**config.mk**
```make
export PLATFORM = sky130hd
export DESIGN_NAME = srle_ctrl
export DESIGN_NICKNAME = d
export VERILOG_FILES = /design/src/rtl/core/srle_pkg.sv /design/src/rtl/core/srle_ctrl.sv
export SDC_FILE = /design/constraint.sdc
export NUM_CORES = 1
export LEC_CHECK = 0
export ABC_AREA = 1
export BUFFER_PORTS_ARGS = -buffer_cell sky130_fd_sc_hd__buf_2
export CAP_MARGIN = 20
export CORE_UTILIZATION = 39
export CTS_BUF_LIST = sky130_fd_sc_hd__clkbuf_8
export CTS_CLUSTER_SIZE = 25
export DETAILED_ROUTE_END_ITERATION = 10
export PLACE_DENSITY = 0.77
export SETUP_SLACK_MARGIN = 0.4
export SYNTH_ARGS = -nofsm -noshare
export SYNTH_HDL_FRONTEND = slang
export SYNTH_SLANG_ARGS = --single-unit
```
**constraint.sdc**
```tcl
create_clock -name clk -period 1.15 [get_ports clk]
set_input_delay 0.0575 -clock clk [delete_from_list [all_inputs] [get_ports clk]]
set_output_delay 0.0575 -clock clk [all_outputs]
set_load 0.01 [all_outputs]
```
**src/rtl/core/srle_pkg.sv**
```systemverilog
// ----------------------------------------------------------------------------
// srle_pkg: shared types and constants for the scanline run-length encoder
// Controller states, command/status groups and packet header codes.
// ----------------------------------------------------------------------------
package srle_pkg;

  localparam int MAX_WIDTH_DEF    = 4096;
  localparam int RECORD_DEPTH_DEF = 8256;
  localparam int CFG_W            = 13;
  localparam int CFG_ADDR_W       = 3;
  localparam int CFG_DATA_W       = 32;

  localparam logic CFG_REG_LINE_WIDTH = 1'b0;  // paddr[2] of line_width

  localparam logic OP_PUSH = 1'b0;
  localparam logic OP_READ = 1'b1;

  localparam logic [7:0] SINGLE_CODE = 8'd129;
  localparam logic [7:0] RUN_FLAG    = 8'd128;
  localparam int         MAX_PKT     = 127;
  localparam int         LIT_CUT     = 126;

  typedef enum logic [3:0] {
    ST_IDLE, ST_RD, ST_TOP, ST_A, ST_B, ST_S1, ST_S2, ST_RCHK,
    ST_RCMP, ST_RW1, ST_RW2, ST_LCHK, ST_LCMP, ST_LLOOK, ST_LHEAD, ST_TERM
  } state_t;

  typedef enum logic [1:0] {RA_AT, RA_AT1, RA_ATN, RA_AT127} raddr_sel_t;

  typedef enum logic [2:0] {
    WS_SINGLE, WS_A, WS_RUN, WS_PIX, WS_V, WS_HEAD, WS_ZERO
  } wsel_t;

  typedef struct packed {
    logic       lwr;
    logic       enc_start;
    raddr_sel_t rsel;
    logic       a_ld;
    logic       n_set2;
    logic       lit_start;
    logic       n_inc;
    logic       back2;
    logic       v_ld;
    logic       p_shift;
    logic       rec_we;
    wsel_t      wsel;
    logic       at_add_n;
    logic       at_inc;
    logic       fin;
    logic       drain_out;
  } cmd_t;

  typedef struct packed {
    logic rec_ready;
    logic room;
    logic full_after;
    logic at_eq_w;
    logic at_eq_wm1;
    logic more;
    logic rd_eq_a;
    logic triple;
    logic cut_chk;
    logic look_eq;
    logic out_busy;
  } status_t;

endpackage

```
**src/rtl/core/srle_ctrl.sv**
```systemverilog
// ----------------------------------------------------------------------------
// srle_ctrl: encoder controller
// Sequences loading, packet encoding over the line store and draining.
// ----------------------------------------------------------------------------
module srle_ctrl (
  input  logic              clk,
  input  logic              rst_n,
  input  logic              in_valid,
  input  logic              in_op,
  output logic              in_ready,
  input  srle_pkg::status_t st,
  output srle_pkg::cmd_t    cmd
);
  srle_pkg::state_t state_r, state_nxt;
  logic             acc;

  always_ff @(posedge clk) begin
    if (!rst_n) begin
      state_r <= srle_pkg::ST_IDLE;
    end else begin
      state_r <= state_nxt;
    end
  end

  assign in_ready = (state_r == srle_pkg::ST_IDLE) && !st.out_busy;
  assign acc      = in_valid && in_ready;

  always_comb begin
    state_nxt = state_r;
    cmd       = '0;
    cmd.rsel  = srle_pkg::RA_AT;
    cmd.wsel  = srle_pkg::WS_ZERO;
    unique case (state_r)
      srle_pkg::ST_IDLE: begin
        if (acc) begin
          if (in_op == srle_pkg::OP_READ) begin
            state_nxt = srle_pkg::ST_RD;
          end else if (!st.rec_ready) begin
            cmd.lwr = st.room;
            // a dropped push (width lowered) also closes the line
            if (!st.room || st.full_after) begin
              cmd.enc_start = 1'b1;
              state_nxt     = srle_pkg::ST_TOP;
            end
          end
        end
      end
      srle_pkg::ST_RD: begin
        cmd.drain_out = 1'b1;
        state_nxt     = srle_pkg::ST_IDLE;
      end
      srle_pkg::ST_TOP: begin
        if (st.at_eq_w) begin
          state_nxt = srle_pkg::ST_TERM;
        end else begin
          cmd.rsel  = srle_pkg::RA_AT;
          state_nxt = srle_pkg::ST_A;
        end
      end
      srle_pkg::ST_A: begin
        cmd.a_ld = 1'b1;
        if (st.at_eq_wm1) begin
          state_nxt = srle_pkg::ST_S1;
        end else begin
          cmd.rsel  = srle_pkg::RA_AT1;
          state_nxt = srle_pkg::ST_B;
        end
      end
      srle_pkg::ST_S1: begin
        cmd.rec_we = 1'b1;
        cmd.wsel   = srle_pkg::WS_SINGLE;
        state_nxt  = srle_pkg::ST_S2;
      end
      srle_pkg::ST_S2: begin
        cmd.rec_we = 1'b1;
        cmd.wsel   = srle_pkg::WS_A;
        cmd.at_inc = 1'b1;
        state_nxt  = srle_pkg::ST_TOP;
      end
      srle_pkg::ST_B: begin
        if (st.rd_eq_a) begin
          cmd.n_set2 = 1'b1;
          state_nxt  = srle_pkg::ST_RCHK;
        end else begin
          cmd.lit_start = 1'b1;
          state_nxt     = srle_pkg::ST_LCHK;
        end
      end
      srle_pkg::ST_RCHK: begin
        if (st.more) begin
          cmd.rsel  = srle_pkg::RA_ATN;
          state_nxt = srle_pkg::ST_RCMP;
        end else begin
          state_nxt = srle_pkg::ST_RW1;
        end
      end
      srle_pkg::ST_RCMP: begin
        if (st.rd_eq_a) begin
          cmd.n_inc = 1'b1;
          state_nxt = srle_pkg::ST_RCHK;
        end else begin
          state_nxt = srle_pkg::ST_RW1;
        end
      end
      srle_pkg::ST_RW1: begin
        cmd.rec_we = 1'b1;
        cmd.wsel   = srle_pkg::WS_RUN;
        state_nxt  = srle_pkg::ST_RW2;
      end
      srle_pkg::ST_RW2: begin
        cmd.rec_we   = 1'b1;
        cmd.wsel     = srle_pkg::WS_A;
        cmd.at_add_n = 1'b1;
        state_nxt    = srle_pkg::ST_TOP;
      end
      srle_pkg::ST_LCHK: begin
        if (st.more) begin
          cmd.rsel  = srle_pkg::RA_ATN;
          state_nxt = srle_pkg::ST_LCMP;
        end else begin
          state_nxt = srle_pkg::ST_LHEAD;
        end
      end
      srle_pkg::ST_LCMP: begin
        if (st.triple) begin
          // three equal pixels: give back the pair already written
          cmd.back2 = 1'b1;
          state_nxt = srle_pkg::ST_LHEAD;
        end else if (st.cut_chk) begin
          cmd.v_ld  = 1'b1;
          cmd.rsel  = srle_pkg::RA_AT127;
          state_nxt = srle_pkg::ST_LLOOK;
        end else begin
          cmd.rec_we  = 1'b1;
          cmd.wsel    = srle_pkg::WS_PIX;
          cmd.n_inc   = 1'b1;
          cmd.p_shift = 1'b1;
          state_nxt   = srle_pkg::ST_LCHK;
        end
      end
      srle_pkg::ST_LLOOK: begin
        if (st.look_eq) begin
          state_nxt = srle_pkg::ST_LHEAD;
        end else begin
          cmd.rec_we = 1'b1;
          cmd.wsel   = srle_pkg::WS_V;
          cmd.n_inc  = 1'b1;
          state_nxt  = srle_pkg::ST_LCHK;
        end
      end
      srle_pkg::ST_LHEAD: begin
        cmd.rec_we   = 1'b1;
        cmd.wsel     = srle_pkg::WS_HEAD;
        cmd.at_add_n = 1'b1;
        state_nxt    = srle_pkg::ST_TOP;
      end
      srle_pkg::ST_TERM: begin
        cmd.rec_we = 1'b1;
        cmd.wsel   = srle_pkg::WS_ZERO;
        cmd.fin    = 1'b1;
        state_nxt  = srle_pkg::ST_IDLE;
      end
      default: state_nxt = srle_pkg::ST_IDLE;
    endcase
  end
endmodule

```
* Word level (Yosys, flattened, before mapping)
Cells that the tools add are included.
Widths: inputs -> output; s select.
** Word-level totals
- Register bits after elaboration :: 4
- Input port bits :: 15
- Output and inout bits :: 20
- Word-level logic and storage cells :: 74
** Operators by class
- Eq/ne operators :: 18
- Multiplexer cells :: 43
- Reduce and logical (&&, ||, !) cells :: 12
** Operators with widths (number)
- $pmux 4 s13 :: 1
- $mux 4 :: 9
- $eq 4x4->1 const B :: 8
- $pmux 4 s7 :: 1
- $mux 2 :: 9
- $eq 4x3->1 const B :: 4
- $mux 1 :: 16
- $mux 3 :: 3
- $eq 4x2->1 const B :: 2
- $reduce_or 2->1 :: 4
- $mux 6 :: 1
- $pmux 2 s3 :: 1
- $mux 5 :: 1
- $eq 4x1->1 const B :: 1
- $logic_not 4->1 :: 1
- $ne 3x2->1 const B :: 1
- $ne 3x3->1 const B :: 1
- $pmux 1 s3 :: 1
- $reduce_and 3->1 :: 1
- $reduce_or 3->1 :: 1
- $logic_and 1x1->1 :: 2
- $logic_not 1->1 :: 2
- $ne 2x2->1 const B :: 1
- $logic_or 1x1->1 :: 1

* Logic depth before layout (Yosys ltp)
- Word-level depth :: 7
- Depth in mapped cells :: 8
- Gate-level depth less buffers :: 8

* Worst setup path before layout
No wires, ideal clock.
- Path kind :: flip-flop to output port
- Start point :: register state_r[3]
- End point :: output port cmd[17] (netlist name)
- Data arrival time :: 1.130 ns
- Data required time :: 1.092 ns
- Path slack :: -0.038 ns
- Stages on the path, launching flop included :: 6
- Buffers on the path :: 0
- Path through :: dfxtp_1 nor2_1 nand2_1 nor3_2 nand2_1 nor3_1
** RTL lines
- from (decl) :: line srle_ctrl.sv:14 : srle_pkg::state_t state_r, state_nxt;
- from (signal assigned) :: line srle_ctrl.sv:19 : state_r <= srle_pkg::ST_IDLE;
- from (signal assigned) :: line srle_ctrl.sv:21 : state_r <= state_nxt;
- to (decl) :: line srle_ctrl.sv:12 : output srle_pkg::cmd_t cmd

==> metrics.txt <==
Mapped Area=554 um^2; First-pass DRT Iterations=4; crit share post-route=122%; H-tree depth=1; worst-path maximum fanout=4; core region area=1320 um^2; CP Capture Type=output port; Final Critical Period=1410 ps; Die Span X=39.7 um; vias in the first global route=733; P_leak=0.678 nW; internal power=0.497 mW; final wirelength=2280 um; Largest delay share family, worst path=simple AND/OR/NAND/NOR gates; Hold WS=120 ps; initial DRC count=38; Cells after Synth=114; clock-pin slew on the worst setup and hold paths=30 ps; Main synth FF type=dfxtp_1; Setup-failing EPs final=21; Hold-fix buffers, CTS=0; switching pwr=0.243 mW; Via-to-Cell Ratio=5.28; Gate power share=37.6%; Mean Syn Cell Area=4.86 um^2; cell taking the most area after synthesis=nand2_1; Die H=39.7 um; TritonCTS buffer count=3; sw frac=32.9%; detailed-route wire length per cell=12.5 um; final instance area=1140 um^2; biggest cell delay along the critical path=360 ps; RSZ-0062 raised after global routing=yes; Syn Nets=129; maxcap violations=0; vias=961; DRC viols=0; Crit-path slowest cell=dfxtp_4; Setup Skew=9.46 ps; first-pass GRT wire length=2870 um; crit path kind=flip-flop to output port; Starting Density=42.1%; initial antenna violation count=0; Die ar.=1580 um^2; Total Power=0.740 mW; FF+latch count, synth=4; proportion of power drawn by flip-flops and latches=21.6%; startpoint types=flip-flop; Final ANT Viol Nets=0; placed instance area=923 um^2; most common cell in the synthesized netlist=nand2_1; site row count=13; post-synthesis sequential area ratio=14.4%; WP data required=1090 ps; I/O Buffers=34; Worst Max-Slew Pin Slew=298 ps; max reg flops=4; Rel. slew slack=80.1%; fraction of layout cells with a size suffix above 1=62.3%; CTS Sinks=4; cells along the critical path=inv_4 > nand2_4 > nor2_4 > nand3_4 > nand2_1 > inv_1 > nand2_2 > buf_2; CTS max path bufs=2; peak supply drop=1.38 mV; Netlist cell types=15; Nets=183; Worst Setup Slack, final=-257 ps; Hold Path Class=primary input to flip-flop; grt ovf=0; clk_lat worst skew=220 ps; Top Registers=state_r: 4 flops; pwr dens=647 nW/um^2; Post-synth EDFFs=0; Final Hold Vio Count=0; status=complete, but fails checks; pins over their slew limit=0; Clock power frac=40.8%; GR Util All Layers=27.4%; placer's final routability congestion estimate=0.912; CP bufs+invs=3; Post-synth ARST share=0%; Post-synth top cells=nand2_1 (31), nor2_1 (25), inv_1 (22); failing checks=setup timing; Worst Path Arrival=1350 ps; CTS Root Cell=clkbuf_8; IO Pins=35; largest net degree at the start of global routing=8; Top reg by flops=state_r; fin util=86.9%; antenna cells=0; top post-synthesis cells by area=nand2_1 (21%), nor2_1 (17%), inv_1 (15%); Yosys warning count=0; CTS tree=yes; fmax=0.711 GHz; synth-to-layout area growth=107%; DP HPWL=1590 um; Yosys top cell area share=21.0%
[metal layers]
metal,track usage (%),vias to the layer above,wire length (um)
met5,0,-,0
met4,6.90,0,80
met3,9.66,12,156
met2,49.2,58,1140
met1,29.9,424,904
li1,-,467,-
[cells in the final DEF, fill, tap and decap left out]
cell,instances
nand2_4,5
nor3_2,2
nand3_2,5
a31oi_1,1
inv_2,6
a21oi_1,2
nor3_1,1
nand3_1,7
o21ai_1,2
nand4_1,1
nand3_4,2
nand2_1,18
inv_1,16
nor2_4,6
o31ai_2,1
nand2_2,8
nand3b_1,1
o21ai_0,1
inv_4,1
nor2_2,8
nor3_4,2
nor2_1,12
buf_6,5
dfxtp_4,4
clkbuf_8,3
o21ai_2,2
buf_2,33
o211ai_1,1
buf_4,11
[area by class of cell]
| cell class | instances | area [um^2] |
|---|---|---|
| tap | 15 | 18.8 |
| clock buffer | 3 | 41.3 |
| timing repair buffer | 49 | 304 |
| inverter | 22 | 85.1 |
| sequential | 4 | 95.1 |
| clock inverter | 1 | 3.75 |
| multi-input combinational | 88 | 597 |
| fill | 77 | 173 |
[metrics by stage]
step / setup TNS, ps / setup slack, ps / std cells
after CTS: -2170 / -219 / 181
final: -2820 / -257 / 182
after floorplan: 0 / 80.0 / 114
after global placement: 0 / 12.1 / 171
after detailed placement: -91.8 / -55.8 / 171
after global routing: -4360 / -359 / 182
[final timing paths]
path | end | from | slack (ps) | depth (start not counted)
hold reg to reg | state_r[3] | state_r[1] | 690 | 3
setup / recovery | cmd[11] | state_r[1] | -260 | 8
hold / removal | state_r[0] | in_valid | 120 | 3
setup reg to reg | state_r[1] | state_r[0] | -80 | 9
[worst reg2reg max path: stages, from the launching register on]
cell,delay [ps]
dfxtp_4,390
nor2_4,60
buf_4,140
buf_4,130
nand3_2,70
nand2_2,60
nor2_2,110
nand2_1,60
nand2_1,50
nand2_1,40
[power groups by stage]
stage                     Clock (mW)  Sequential [mW]  Combinational [mW]
final                          0.302            0.160               0.278
after CTS                      0.313            0.159               0.237
after floorplan                    0            0.157               0.112
after global placement             0            0.158               0.202
after detailed placement           0            0.159               0.206
after global routing           0.326            0.161               0.300
[logic make-up after synthesis]
group	count (synthesis)	synth area share (%)
DFF	4	14.4
and+or+nand+nor	78	60.5
buffers and inverters	22	14.9
AOI/OAI and AO/OA	10	10.2
[repair_timing]
item,in CTS,in global routing
buffers inserted,6,1
resized for setup,12,23
pin swaps,9,8
setup endpoints to repair,24,24
No activity file was read; power rests on OpenSTA's default activity.
